## src/design/msct_pkg.sv

```systemverilog
// Shared types and constants for the multi-slot countdown timer.
// Used by the top level of the block, its checkers and its testbench; depends on nothing.
package msct_pkg;

   localparam int SLOTS_DEF       = 16;
   localparam int COUNT_WIDTH_DEF = 16;
   localparam int MAX_RESULTS     = 16;
   localparam int EXP_CNT_W       = $clog2(MAX_RESULTS + 1);

   typedef enum logic [1:0] {
      FUNC_ADD     = 2'd0,
      FUNC_CANCEL  = 2'd1,
      FUNC_RELEASE = 2'd2,
      FUNC_TICK    = 2'd3
   } func_type;

   typedef enum logic [2:0] {
      STAT_OK          = 3'd0,
      STAT_INVALID     = 3'd1,
      STAT_NO_SPACE    = 3'd2,
      STAT_CANCELLED   = 3'd3,
      STAT_ALREADY_EXP = 3'd4,
      STAT_RUNNING     = 3'd5,
      STAT_EXPIRED     = 3'd6,
      STAT_NONE        = 3'd7
   } status_type;

   typedef enum logic [1:0] {
      MODE_RUN    = 2'd0,
      MODE_DONE   = 2'd1,
      MODE_CANCEL = 2'd2,
      MODE_SPARE  = 2'd3
   } mode_type;

   typedef struct packed {
      func_type    func;
      logic [15:0] seconds;
      logic [3:0]  slot;
      logic [31:0] tag;
   } req_type;

   typedef struct packed {
      status_type  status;
      logic [3:0]  slot_id;
      logic [31:0] tag_out;
      logic        last;
   } rsp_type;

endpackage

```

## src/design/msct_ram.sv

```systemverilog
// Generic single-port-write, single-port-read RAM with a registered read.
// Standalone; depends on nothing.
module msct_ram #(
   parameter int WIDTH = 8,
   parameter int DEPTH = 16,
   parameter int ADDR_W = (DEPTH > 1) ? $clog2(DEPTH) : 1
) (
   input  logic              clock,
   input  logic              wr_en,
   input  logic [ADDR_W-1:0] wr_addr,
   input  logic [WIDTH-1:0]  wr_data,
   input  logic [ADDR_W-1:0] rd_addr,
   output logic [WIDTH-1:0]  rd_data
);

   logic [WIDTH-1:0] mem [DEPTH];
   logic [WIDTH-1:0] rd_data_ff;

   always_ff @(posedge clock) begin
      if (wr_en) begin
         mem[wr_addr] <= wr_data;
      end
      rd_data_ff <= mem[rd_addr];
   end

   assign rd_data = rd_data_ff;

endmodule

```

## src/design/multi_slot_countdown_timer.sv

```systemverilog
// Top level of the multi-slot countdown timer: sequencer around the slot table.
// Depends on msct_pkg and msct_ram.
//
// Usage:
//   A command beat (add, cancel, release or tick) is taken at a rising edge
//   where start is high and busy is low. Results leave on rsp_item, each
//   valid for one cycle while rsp_strobe is high; rsp_item.last marks the
//   final result of a command. The receiver cannot hold results off.
//   All slot state sits in one RAM with a registered read, so every
//   command is a read-modify-write walk over table entries:
//     cancel, release: one entry is read, then evaluated; a bad slot id
//                     is answered at once without a lookup.
//     add:            a walk from slot 0 up to the lowest free slot, or
//                     over the whole table when it is full.
//     tick:           a walk over every slot; each expiry result goes
//                     out as the walk finds the next, the last after the walk.
//   busy stays high until the final result of a command has been issued, so
//   one command is in flight at a time on the single RAM read port.
//   After reset the block clears the in-use bit of every slot, one slot per
//   cycle, holding busy high until the last slot is cleared.
module multi_slot_countdown_timer
   import msct_pkg::*;
#(
   parameter int SLOTS       = SLOTS_DEF,
   parameter int COUNT_WIDTH = COUNT_WIDTH_DEF
) (
   input  logic    clock,
   input  logic    reset,
   input  logic    start,
   input  req_type req_item,
   output logic    busy,
   output logic    rsp_strobe,
   output rsp_type rsp_item
);

   localparam int IDX_W = (SLOTS > 1) ? $clog2(SLOTS) : 1;
   localparam logic [IDX_W-1:0] LAST_IDX = IDX_W'(SLOTS - 1);
   localparam logic [31:0] CNT_MAX32 = 32'((64'd1 << COUNT_WIDTH) - 64'd1);

   typedef struct packed {
      logic                   used;
      mode_type               mode;
      logic [COUNT_WIDTH-1:0] count;
      logic [31:0]            tag;
   } entry_type;

   localparam int ENTRY_W = $bits(entry_type);

   typedef enum logic [1:0] {
      S_CLEAR,
      S_IDLE,
      S_WALK,
      S_TAIL
   } state_type;

   state_type                state_ff, state_in;
   req_type                  req_ff, req_in;
   logic [IDX_W-1:0]         rd_idx_ff, rd_idx_in;
   logic                     rd_live_ff, rd_live_in;
   logic                     ev_live_ff, ev_live_in;
   logic [IDX_W-1:0]         ev_idx_ff, ev_idx_in;
   logic                     ev_last_ff, ev_last_in;
   logic                     pend_ff, pend_in;
   logic [IDX_W-1:0]         pend_idx_ff, pend_idx_in;
   logic [31:0]              pend_tag_ff, pend_tag_in;
   logic [EXP_CNT_W-1:0]     exp_cnt_ff, exp_cnt_in;
   logic                     rsp_strobe_ff, rsp_strobe_in;
   rsp_type                  rsp_ff, rsp_in;

   logic                     wr_en;
   logic [IDX_W-1:0]         wr_addr;
   entry_type                wr_entry;
   entry_type                rd_entry;
   logic [ENTRY_W-1:0]       rd_bits;
   logic                     rd_last;
   logic                     single_op;
   logic                     bad_slot;
   logic [31:0]              secs32;
   logic [COUNT_WIDTH-1:0]   add_count;

   msct_ram #(
      .WIDTH (ENTRY_W),
      .DEPTH (SLOTS),
      .ADDR_W(IDX_W)
   ) u_table (
      .clock  (clock),
      .wr_en  (wr_en),
      .wr_addr(wr_addr),
      .wr_data(wr_entry),
      .rd_addr(rd_idx_ff),
      .rd_data(rd_bits)
   );

   assign rd_entry  = entry_type'(rd_bits);
   assign single_op = (req_ff.func == FUNC_CANCEL) || (req_ff.func == FUNC_RELEASE);
   assign rd_last   = single_op || (rd_idx_ff == LAST_IDX);
   assign bad_slot  = (32'(req_item.slot) >= 32'(SLOTS));
   assign secs32    = 32'(req_ff.seconds);
   assign add_count = (secs32 > CNT_MAX32) ? COUNT_WIDTH'(CNT_MAX32)
                                           : COUNT_WIDTH'(secs32);

   always_comb begin
      state_in      = state_ff;
      req_in        = req_ff;
      rd_idx_in     = rd_idx_ff;
      rd_live_in    = rd_live_ff;
      ev_live_in    = 1'b0;
      ev_idx_in     = rd_idx_ff;
      ev_last_in    = rd_last;
      pend_in       = pend_ff;
      pend_idx_in   = pend_idx_ff;
      pend_tag_in   = pend_tag_ff;
      exp_cnt_in    = exp_cnt_ff;
      rsp_strobe_in = 1'b0;
      rsp_in        = '{status: STAT_OK, slot_id: 4'd0, tag_out: 32'd0, last: 1'b1};
      wr_en         = 1'b0;
      wr_addr       = ev_idx_ff;
      wr_entry      = rd_entry;

      case (state_ff)
         S_CLEAR: begin
            wr_en    = 1'b1;
            wr_addr  = rd_idx_ff;
            wr_entry = '0;
            if (rd_idx_ff == LAST_IDX) begin
               state_in  = S_IDLE;
               rd_idx_in = '0;
            end else begin
               rd_idx_in = IDX_W'(rd_idx_ff + 1'b1);
            end
         end

         S_IDLE: begin
            if (start) begin
               req_in     = req_item;
               pend_in    = 1'b0;
               exp_cnt_in = '0;
               if ((req_item.func == FUNC_CANCEL || req_item.func == FUNC_RELEASE)
                   && bad_slot) begin
                  // An id past the table answers at once without a lookup.
                  rsp_strobe_in = 1'b1;
                  rsp_in.status = STAT_INVALID;
               end else begin
                  state_in   = S_WALK;
                  rd_live_in = 1'b1;
                  if (req_item.func == FUNC_ADD || req_item.func == FUNC_TICK) begin
                     rd_idx_in = '0;
                  end else begin
                     rd_idx_in = IDX_W'(req_item.slot);
                  end
               end
            end
         end

         S_WALK: begin
            // Read stage: one entry address per cycle.
            if (rd_live_ff) begin
               ev_live_in = 1'b1;
               ev_idx_in  = rd_idx_ff;
               ev_last_in = rd_last;
               rd_live_in = !rd_last;
               if (!rd_last) begin
                  rd_idx_in = IDX_W'(rd_idx_ff + 1'b1);
               end
            end
            // Evaluate stage: entry read in the previous cycle.
            if (ev_live_ff) begin
               case (req_ff.func)
                  FUNC_ADD: begin
                     if (!rd_entry.used) begin
                        wr_en          = 1'b1;
                        wr_entry.used  = 1'b1;
                        wr_entry.mode  = MODE_RUN;
                        wr_entry.count = add_count;
                        wr_entry.tag   = req_ff.tag;
                        rsp_strobe_in  = 1'b1;
                        rsp_in.slot_id = 4'(ev_idx_ff);
                        state_in       = S_IDLE;
                        rd_live_in     = 1'b0;
                        ev_live_in     = 1'b0;
                     end else if (ev_last_ff) begin
                        rsp_strobe_in = 1'b1;
                        rsp_in.status = STAT_NO_SPACE;
                        state_in      = S_IDLE;
                     end
                  end
                  FUNC_CANCEL: begin
                     rsp_strobe_in = 1'b1;
                     state_in      = S_IDLE;
                     if (!rd_entry.used) begin
                        rsp_in.status = STAT_INVALID;
                     end else if (rd_entry.mode == MODE_CANCEL) begin
                        rsp_in.status = STAT_CANCELLED;
                     end else if (rd_entry.mode == MODE_DONE) begin
                        rsp_in.status = STAT_ALREADY_EXP;
                     end else begin
                        wr_en         = 1'b1;
                        wr_entry.mode = MODE_CANCEL;
                     end
                  end
                  FUNC_RELEASE: begin
                     rsp_strobe_in = 1'b1;
                     state_in      = S_IDLE;
                     if (!rd_entry.used) begin
                        rsp_in.status = STAT_INVALID;
                     end else if (rd_entry.mode == MODE_RUN) begin
                        rsp_in.status = STAT_RUNNING;
                     end else begin
                        wr_en         = 1'b1;
                        wr_entry.used = 1'b0;
                     end
                  end
                  default: begin
                     if (rd_entry.used && rd_entry.mode == MODE_RUN) begin
                        wr_en = 1'b1;
                        if (rd_entry.count <= COUNT_WIDTH'(1)) begin
                           wr_entry.count = '0;
                           wr_entry.mode  = MODE_DONE;
                           // Hold each expiry back one find, so the final one
                           // can carry last after the walk.
                           if (32'(exp_cnt_ff) < 32'(MAX_RESULTS)) begin
                              if (pend_ff) begin
                                 rsp_strobe_in  = 1'b1;
                                 rsp_in.status  = STAT_EXPIRED;
                                 rsp_in.slot_id = 4'(pend_idx_ff);
                                 rsp_in.tag_out = pend_tag_ff;
                                 rsp_in.last    = 1'b0;
                              end
                              pend_in     = 1'b1;
                              pend_idx_in = ev_idx_ff;
                              pend_tag_in = rd_entry.tag;
                              exp_cnt_in  = EXP_CNT_W'(exp_cnt_ff + 1'b1);
                           end
                        end else begin
                           wr_entry.count = COUNT_WIDTH'(rd_entry.count - 1'b1);
                        end
                     end
                     if (ev_last_ff) begin
                        state_in = S_TAIL;
                     end
                  end
               endcase
            end
         end

         S_TAIL: begin
            rsp_strobe_in = 1'b1;
            state_in      = S_IDLE;
            if (pend_ff) begin
               rsp_in.status  = STAT_EXPIRED;
               rsp_in.slot_id = 4'(pend_idx_ff);
               rsp_in.tag_out = pend_tag_ff;
            end else begin
               rsp_in.status = STAT_NONE;
            end
         end

         default: begin
            state_in = S_IDLE;
         end
      endcase
   end

   always_ff @(posedge clock) begin
      if (reset) begin
         state_ff      <= S_CLEAR;
         rd_idx_ff     <= '0;
         rd_live_ff    <= 1'b0;
         ev_live_ff    <= 1'b0;
         pend_ff       <= 1'b0;
         exp_cnt_ff    <= '0;
         rsp_strobe_ff <= 1'b0;
      end else begin
         state_ff      <= state_in;
         rd_idx_ff     <= rd_idx_in;
         rd_live_ff    <= rd_live_in;
         ev_live_ff    <= ev_live_in;
         pend_ff       <= pend_in;
         exp_cnt_ff    <= exp_cnt_in;
         rsp_strobe_ff <= rsp_strobe_in;
      end
      req_ff      <= req_in;
      ev_idx_ff   <= ev_idx_in;
      ev_last_ff  <= ev_last_in;
      pend_idx_ff <= pend_idx_in;
      pend_tag_ff <= pend_tag_in;
      rsp_ff      <= rsp_in;
   end

   assign busy       = (state_ff != S_IDLE);
   assign rsp_strobe = rsp_strobe_ff;
   assign rsp_item   = rsp_ff;

endmodule

```

## config.mk

```make
export PLATFORM = sky130hd
export DESIGN_NAME = multi_slot_countdown_timer
export DESIGN_NICKNAME = d
export VERILOG_FILES = /design/src/design/msct_pkg.sv /design/src/design/msct_ram.sv /design/src/design/multi_slot_countdown_timer.sv
export SDC_FILE = /design/constraint.sdc
export NUM_CORES = 1
export LEC_CHECK = 0
export BUFFER_PORTS_ARGS = -buffer_cell sky130_fd_sc_hd__buf_2
export CAP_MARGIN = 20
export CORE_MARGIN = 8
export CORE_UTILIZATION = 60
export DETAILED_ROUTE_END_ITERATION = 10
export GPL_TIMING_DRIVEN = 0
export PLACE_DENSITY = 0.87
export SKIP_LAST_GASP = 1
export SLEW_MARGIN = 20
export SYNTH_ARGS = -nofsm -noshare
export SYNTH_HDL_FRONTEND = slang
export SYNTH_SLANG_ARGS = --single-unit
```

## constraint.sdc

```tcl
create_clock -name clock -period 6.4 [get_ports clock]
set_clock_uncertainty 0.1 [all_clocks]
set_input_delay 0 -clock clock [delete_from_list [all_inputs] [get_ports clock]]
set_output_delay 0 -clock clock [all_outputs]
set_load 0.005 [all_outputs]
```

== Word level (Yosys, flattened, before mapping) ==
Memory sizes are Yosys's and may differ from the RTL's. A register that Yosys moved wholly into a read port is not among the register bits.
Cells that the tools add are included.
Operators by class
  mux-type cells: 96
  add/sub/neg operators: 3
  bitwise gates (word level): 6
  order comparisons: 3
  equal/unequal tests: 21
  reduce and logical (&&, ||, !) cells: 21
Operator list (number)
  $mux W40: 5
  $pmux W51 S2: 1
  $pmux W36 S2: 1
  $mux W51: 1
  $mux W50: 1
  $mux W36: 1
  $mux W1: 35
  $mux W33: 1
  $mux W16: 2
  $mux W32: 1
  $pmux W16 S2: 1
  $mux W5: 6
  $mux W4: 7
  $mux W2: 12
  $mux W18: 1
  $ne A2 B2 Y1 const B: 9
  $gt A16 B16 Y1 const B: 1
  $le A16 B1 Y1 const B: 1
  $sub A16 B1 Y16 const B: 1
  $mux W3: 5
  $pmux W1 S2: 6
  $pmux W4 S3: 1
  $eq A2 B2 Y1 const B: 5
  $pmux W5 S2: 1
  30 further kinds: 44
Word-level totals
  memories kept: 1
  RAM bits: 816
  register bits after elaboration: 146
  word-level logic and storage cells: 169
Memories
  u_table.mem: depth 16, width 51, read ports 1, clocked after Yosys merged registers in 1, wr ports 1, line msct_ram.sv:16  | logic [WIDTH-1:0] mem [DEPTH];

== Logic depth before layout (Yosys ltp) ==
  depth in word-level cells: 9
  gate-level depth with buffers: 9

== By module ==
A second synthesis with hierarchy kept.
Unflattened totals
  cell total of the unflattened synthesis: 1861
  area, all modules: 37950.1 µm²
Modules (own cells, without submodules)
  msct_ram: sequential area each 25524.5 µm², area each 31615.3 µm², times used 1, cells each 1320
  multi_slot_countdown_timer: sequential area each 3783.6 µm², area each 6334.8 µm², times used 1, cells each 541

== Worst setup path before layout ==
OpenSTA, ideal clock, no wires.
  path kind: reg2reg
  start: reg req_ff[52] (netlist bit)
  end: mem u_table.mem[5][0] (netlist bit) (enable)
  arrival time: 3.888 ns
  setup time: 0.460 ns
  clock period less this slack: 4.448 ns
  path buffers: 1
  cell stages (with the launch flop): 9
  path slack: 1.952 ns
  cell sequence: edfxtp_1 -> inv_1 -> ha_1 -> clkbuf_1 -> nand2b_1 -> nor2_1 -> or4_1 -> o21ai_0 -> nor2_1
On the way
  cells in the longest elaborated chain, start to end: 6
  elaborated cells on any way between the ends: 8
  those cells by class: 2 x eq/ne; 5 x mux; 1 x reduce/logical
Ends and longest elaborated chain
  from (decl): line multi_slot_countdown_timer.sv:57  | req_type req_ff, req_in;
  from (signal assigned): line multi_slot_countdown_timer.sv:282  | req_ff <= req_in;
  $eq A2 B2 Y1 (tied with other cells): line multi_slot_countdown_timer.sv:168  | case (req_ff.func)
  $pmux W1 S3 (*): line multi_slot_countdown_timer.sv:168
  $mux W1 (*): line multi_slot_countdown_timer.sv:167  | if (ev_live_ff) begin
  $pmux W1 S2 (*): line multi_slot_countdown_timer.sv:120  | case (state_ff)
  $mux W1 (*): line msct_ram.sv:20  | if (wr_en) begin
  $mux W1 (implied by the code) (*): line msct_ram.sv:21  | mem[wr_addr] <= wr_data;
  to (decl): line msct_ram.sv:16
Every way passes the cells marked *; elsewhere a longest branch is shown, timed or not.

== Final worst setup path ==
  start: reg rd_idx_ff[1]
  end: mem u_table.mem[5][28] (netlist bit) (enable)
On the way
  cells in the longest elaborated chain, start to end: 1
Ends and longest elaborated chain
  from (decl): line multi_slot_countdown_timer.sv:58  | logic [IDX_W-1:0] rd_idx_ff, rd_idx_in;
  from (signal assigned): line multi_slot_countdown_timer.sv:275  | rd_idx_ff <= rd_idx_in;
  $mux W4: line multi_slot_countdown_timer.sv:120
No other way between the ends.

==> flow_summary.toml <==
[run_status]
status = "finished clean"

[yosys]
synth_largest_type_area_fraction = 0.7154
number_of_synthesized_register_bits = 1013
synth_ff_type = "edfxtp_1"
yosys.area.top_type = "edfxtp_1"
synth.most_common_cell = "edfxtp_1"
post_synth_main_area_contributors = "edfxtp_1, mux4_2, dfxtp_1"
synth_edf_count = 902
async_reset_ff_frac = 0
synth.yosys.seq_area_share = 0.7741
synthCells = 1734
post_syn_area_um2 = 37860
yosysWarningCount = 0
syn_nets = 1809
netlist-cell-type-count = 62
synth_commonest_cells = "edfxtp_1, mux4_2, dfxtp_1"
postSynthAreaPerCell_um2 = 21.83

[global_routing]
grt_first_pass_wirelength_um = 159600
grt_max_degree = 31
grt_overflow = 0
first_global_vias = 22250
grt_use_total = 0.3182
number_of_antenna_violations_at_the_first_check_in_global_routing = 6

[critical_path]
worstSetupEndpointType = "flop"
crit_chain = "clkbuf_1 > clkbuf_1 > buf_2 > inv_1 > a32oi_1 > nor2_4 > buf_16 > buf_12"
most_frequent_cell_on_the_critical_path = "clkbuf_1"
critical_path_peak_fanout = 18
timing.critical_path.required_ns = 6.69
critical_path_arrival_ns = 5.00
critical_path.max_stage_delay_ns = 0.95
setup.worst_path.start_class = "flop"
worst_path_max_delay_cell = "a32oi_1"
path_class = "flop to flop"

[timing]
final_hold_viol_count = 0
max_freq_mhz = 212.6
hold_slack_ns = 0.1515
timing_max_transition_violations_final = 0
rsz0062_at_grt = "no"
finalCritPeriodShare = 0.7349
relative_slew_slack = 0.1071
tightestPinTransition_ns = 1.330
finalWorstPathRequiredPeriod_ns = 4.703
timing.final.setup_violations = 0

[clock_tree]
cts_num_sinks = 1013
cts_setup_buffers = 0
cts.root.buffer_cell = "clkbuf_16"
h_tree_depth = 3
clk_pin_slew_ns = 0.06
ctsResizeCount = 0
worst_skew_pair.late_latency_ns = 0.67
cts_tree = "built"
ctsLongestPathBuffers = 3
numCtsBuffers = 97

[power]
p_clk_frac = 0.423
ir_worst_vdd_v = 0.0003219
p_int_mw = 11.12
power_switching_share = 0.2257
power-per-cell-area_nw_per_um2 = 318.8
static_leakage_nw = 15.34
p_switching_mw = 3.242
power_frac_comb = 0.060
power_frac_seq = 0.517

[floorplan]
initial_utilization = 0.6035
row_count = 92
die_height_um = 267.2
floorplan.die_area_um2 = 71390
placeableCoreArea_um2 = 62740
io_pins = 99
die_width_um = 267.2

[detailed_routing]
num_vias = 21850
detail_route.wirelength_um = 113800
antenna_violating_nets_post_route = 0
drt-vias-per-instance = 7.233
detail_route.wl_per_cell_um = 37.67
post-route-drc-count = 0
drtIter0Drc = 3809
drt-pass1-iter-count = 6

[placed_design]
place.detailed.hpwl_um = 61370
port-buffer-count = 98
numPlacedInstances = 2723
globalplace.congestion = 0.8824

[run]
timing.max_cap.violations = 0

[final_layout]
layout_cells_sized_above_1 = 0.2879
synthToLayoutAreaGrowth_pct = 19.04
layoutNonFillerInstCount = 3021
nets = 2164

[worst_hold_path]
min-delay-path-class = "input pin to flop"
[flip-flops by register name (all words and copies together), names as in the netlist, 5 cells and up]
signal           cells
pend_tag_ff         32
req_ff              50
rsp_item            40
u_table.rd_data     51
u_table.mem        816
exp_cnt_ff           5
[routing by layer]
metal  track usage  vias to the layer above  routed length [um]
met4        0.2010                        0                8265
met3       0.07270                      590               13900
met1        0.3733                    10870               35010
met5             0                        -                   0
met2        0.5319                     2421               56630
li1              -                     7969                   -
[logic make-up (layout without fill, tap and decap cells)]
logic type      after synthesis  in the layout  share of synthesized area
simple gates                185            185                    0.02558
mux                         256            256                     0.1520
other cells                   0              4                          0
buf+inv                     109            546                    0.01196
xor+xnor                      3              3                  0.0006942
flops                      1013           1013                     0.7741
compound gates              150            150                    0.02971
fa+ha+maj                    18             18                   0.005949
[power groups by stage]
stage,Combinational (mW),Clock [mW],Sequential (mW)
4_1_cts,0.828,6.04,7.42
6_report,0.858,6.07,7.43
5_1_grt,0.876,6.29,7.44
3_5_place_dp,0.746,0,7.55
3_3_place_gp,0.649,0,7.55
2_1_floorplan,0.460,0,7.50
[through the flow]
step	total power, mW	instance area [um2]	setup TNS, ns	utilization	setup slack [ns]
final	14.37	45070	0	0.7184	1.697
after global routing	14.60	45060	0	0.7182	1.819
after CTS	14.29	44960	0	0.7166	1.706
after detailed placement	8.295	40600	0	0.6471	1.857
after global placement	8.197	39410	-945.52	0.6282	-1.295
after floorplan	7.961	37860	0	-	1.952
[cell usage in the layout, fill, tap and decap left out, drive strengths merged, types with 6 or more instances in the layout]
cell,netlist,layout
ha,18,18
and3,8,8
bufinv,0,15
edfxtp,902,902
a31oi,8,8
a22oi,14,14
o21ai,20,20
nand3,18,18
buf,46,180
inv,25,32
dlygate4sd3,0,107
nand2,37,37
dfxtp,111,111
nor2,44,44
a21o,6,6
and2,35,35
clkinv,1,43
nor3,7,7
a21oi,24,24
mux4,255,255
nand4,6,6
clkbuf,37,164
a22o,39,39
a211oi,6,6
[final timing paths]
path           startpoint                 end  slack (ns)  depth (start not counted)
min reg2reg  rd_idx_ff[2]        ev_idx_ff[2]        0.28                          0
max          rd_idx_ff[1]  u_table.mem[5][28]        1.70                          8
max reg2reg  rd_idx_ff[1]  u_table.mem[5][28]        1.70                          8
min                 start          rd_live_ff        0.15                          4
[critical path: cells and delay by family (launching register included)]
kind	cells	cell delay, ns
AOI/OAI and AO/OA	1	0.95
and+or+nand+nor	1	0.37
DFF	1	0.41
buffers and inverters	6	2.54
[cell type report]
| class | count | area [um2] |
|---|---|---|
| Sequential cell | 1013 | 29310 |
| Fill cell | 3233 | 17670 |
| Multi-Input combinational cell | 612 | 8259 |
| Timing Repair Buffer | 256 | 2665 |
| Clock buffer | 112 | 2504 |
| Tap cell | 846 | 1059 |
| Clock inverter | 69 | 785.8 |
| Buffer | 83 | 379.1 |
| Inverter | 26 | 97.59 |
| Antenna cell | 4 | 10.01 |
[repair_timing]
item / 4_1_cts / 5_1_grt
setup endpoints to repair: 0 / 0
endpoints found under the hold margin: 84 / 0
hold buffers: 107 / 0
Note: power is estimated with default switching activity, not from simulation.
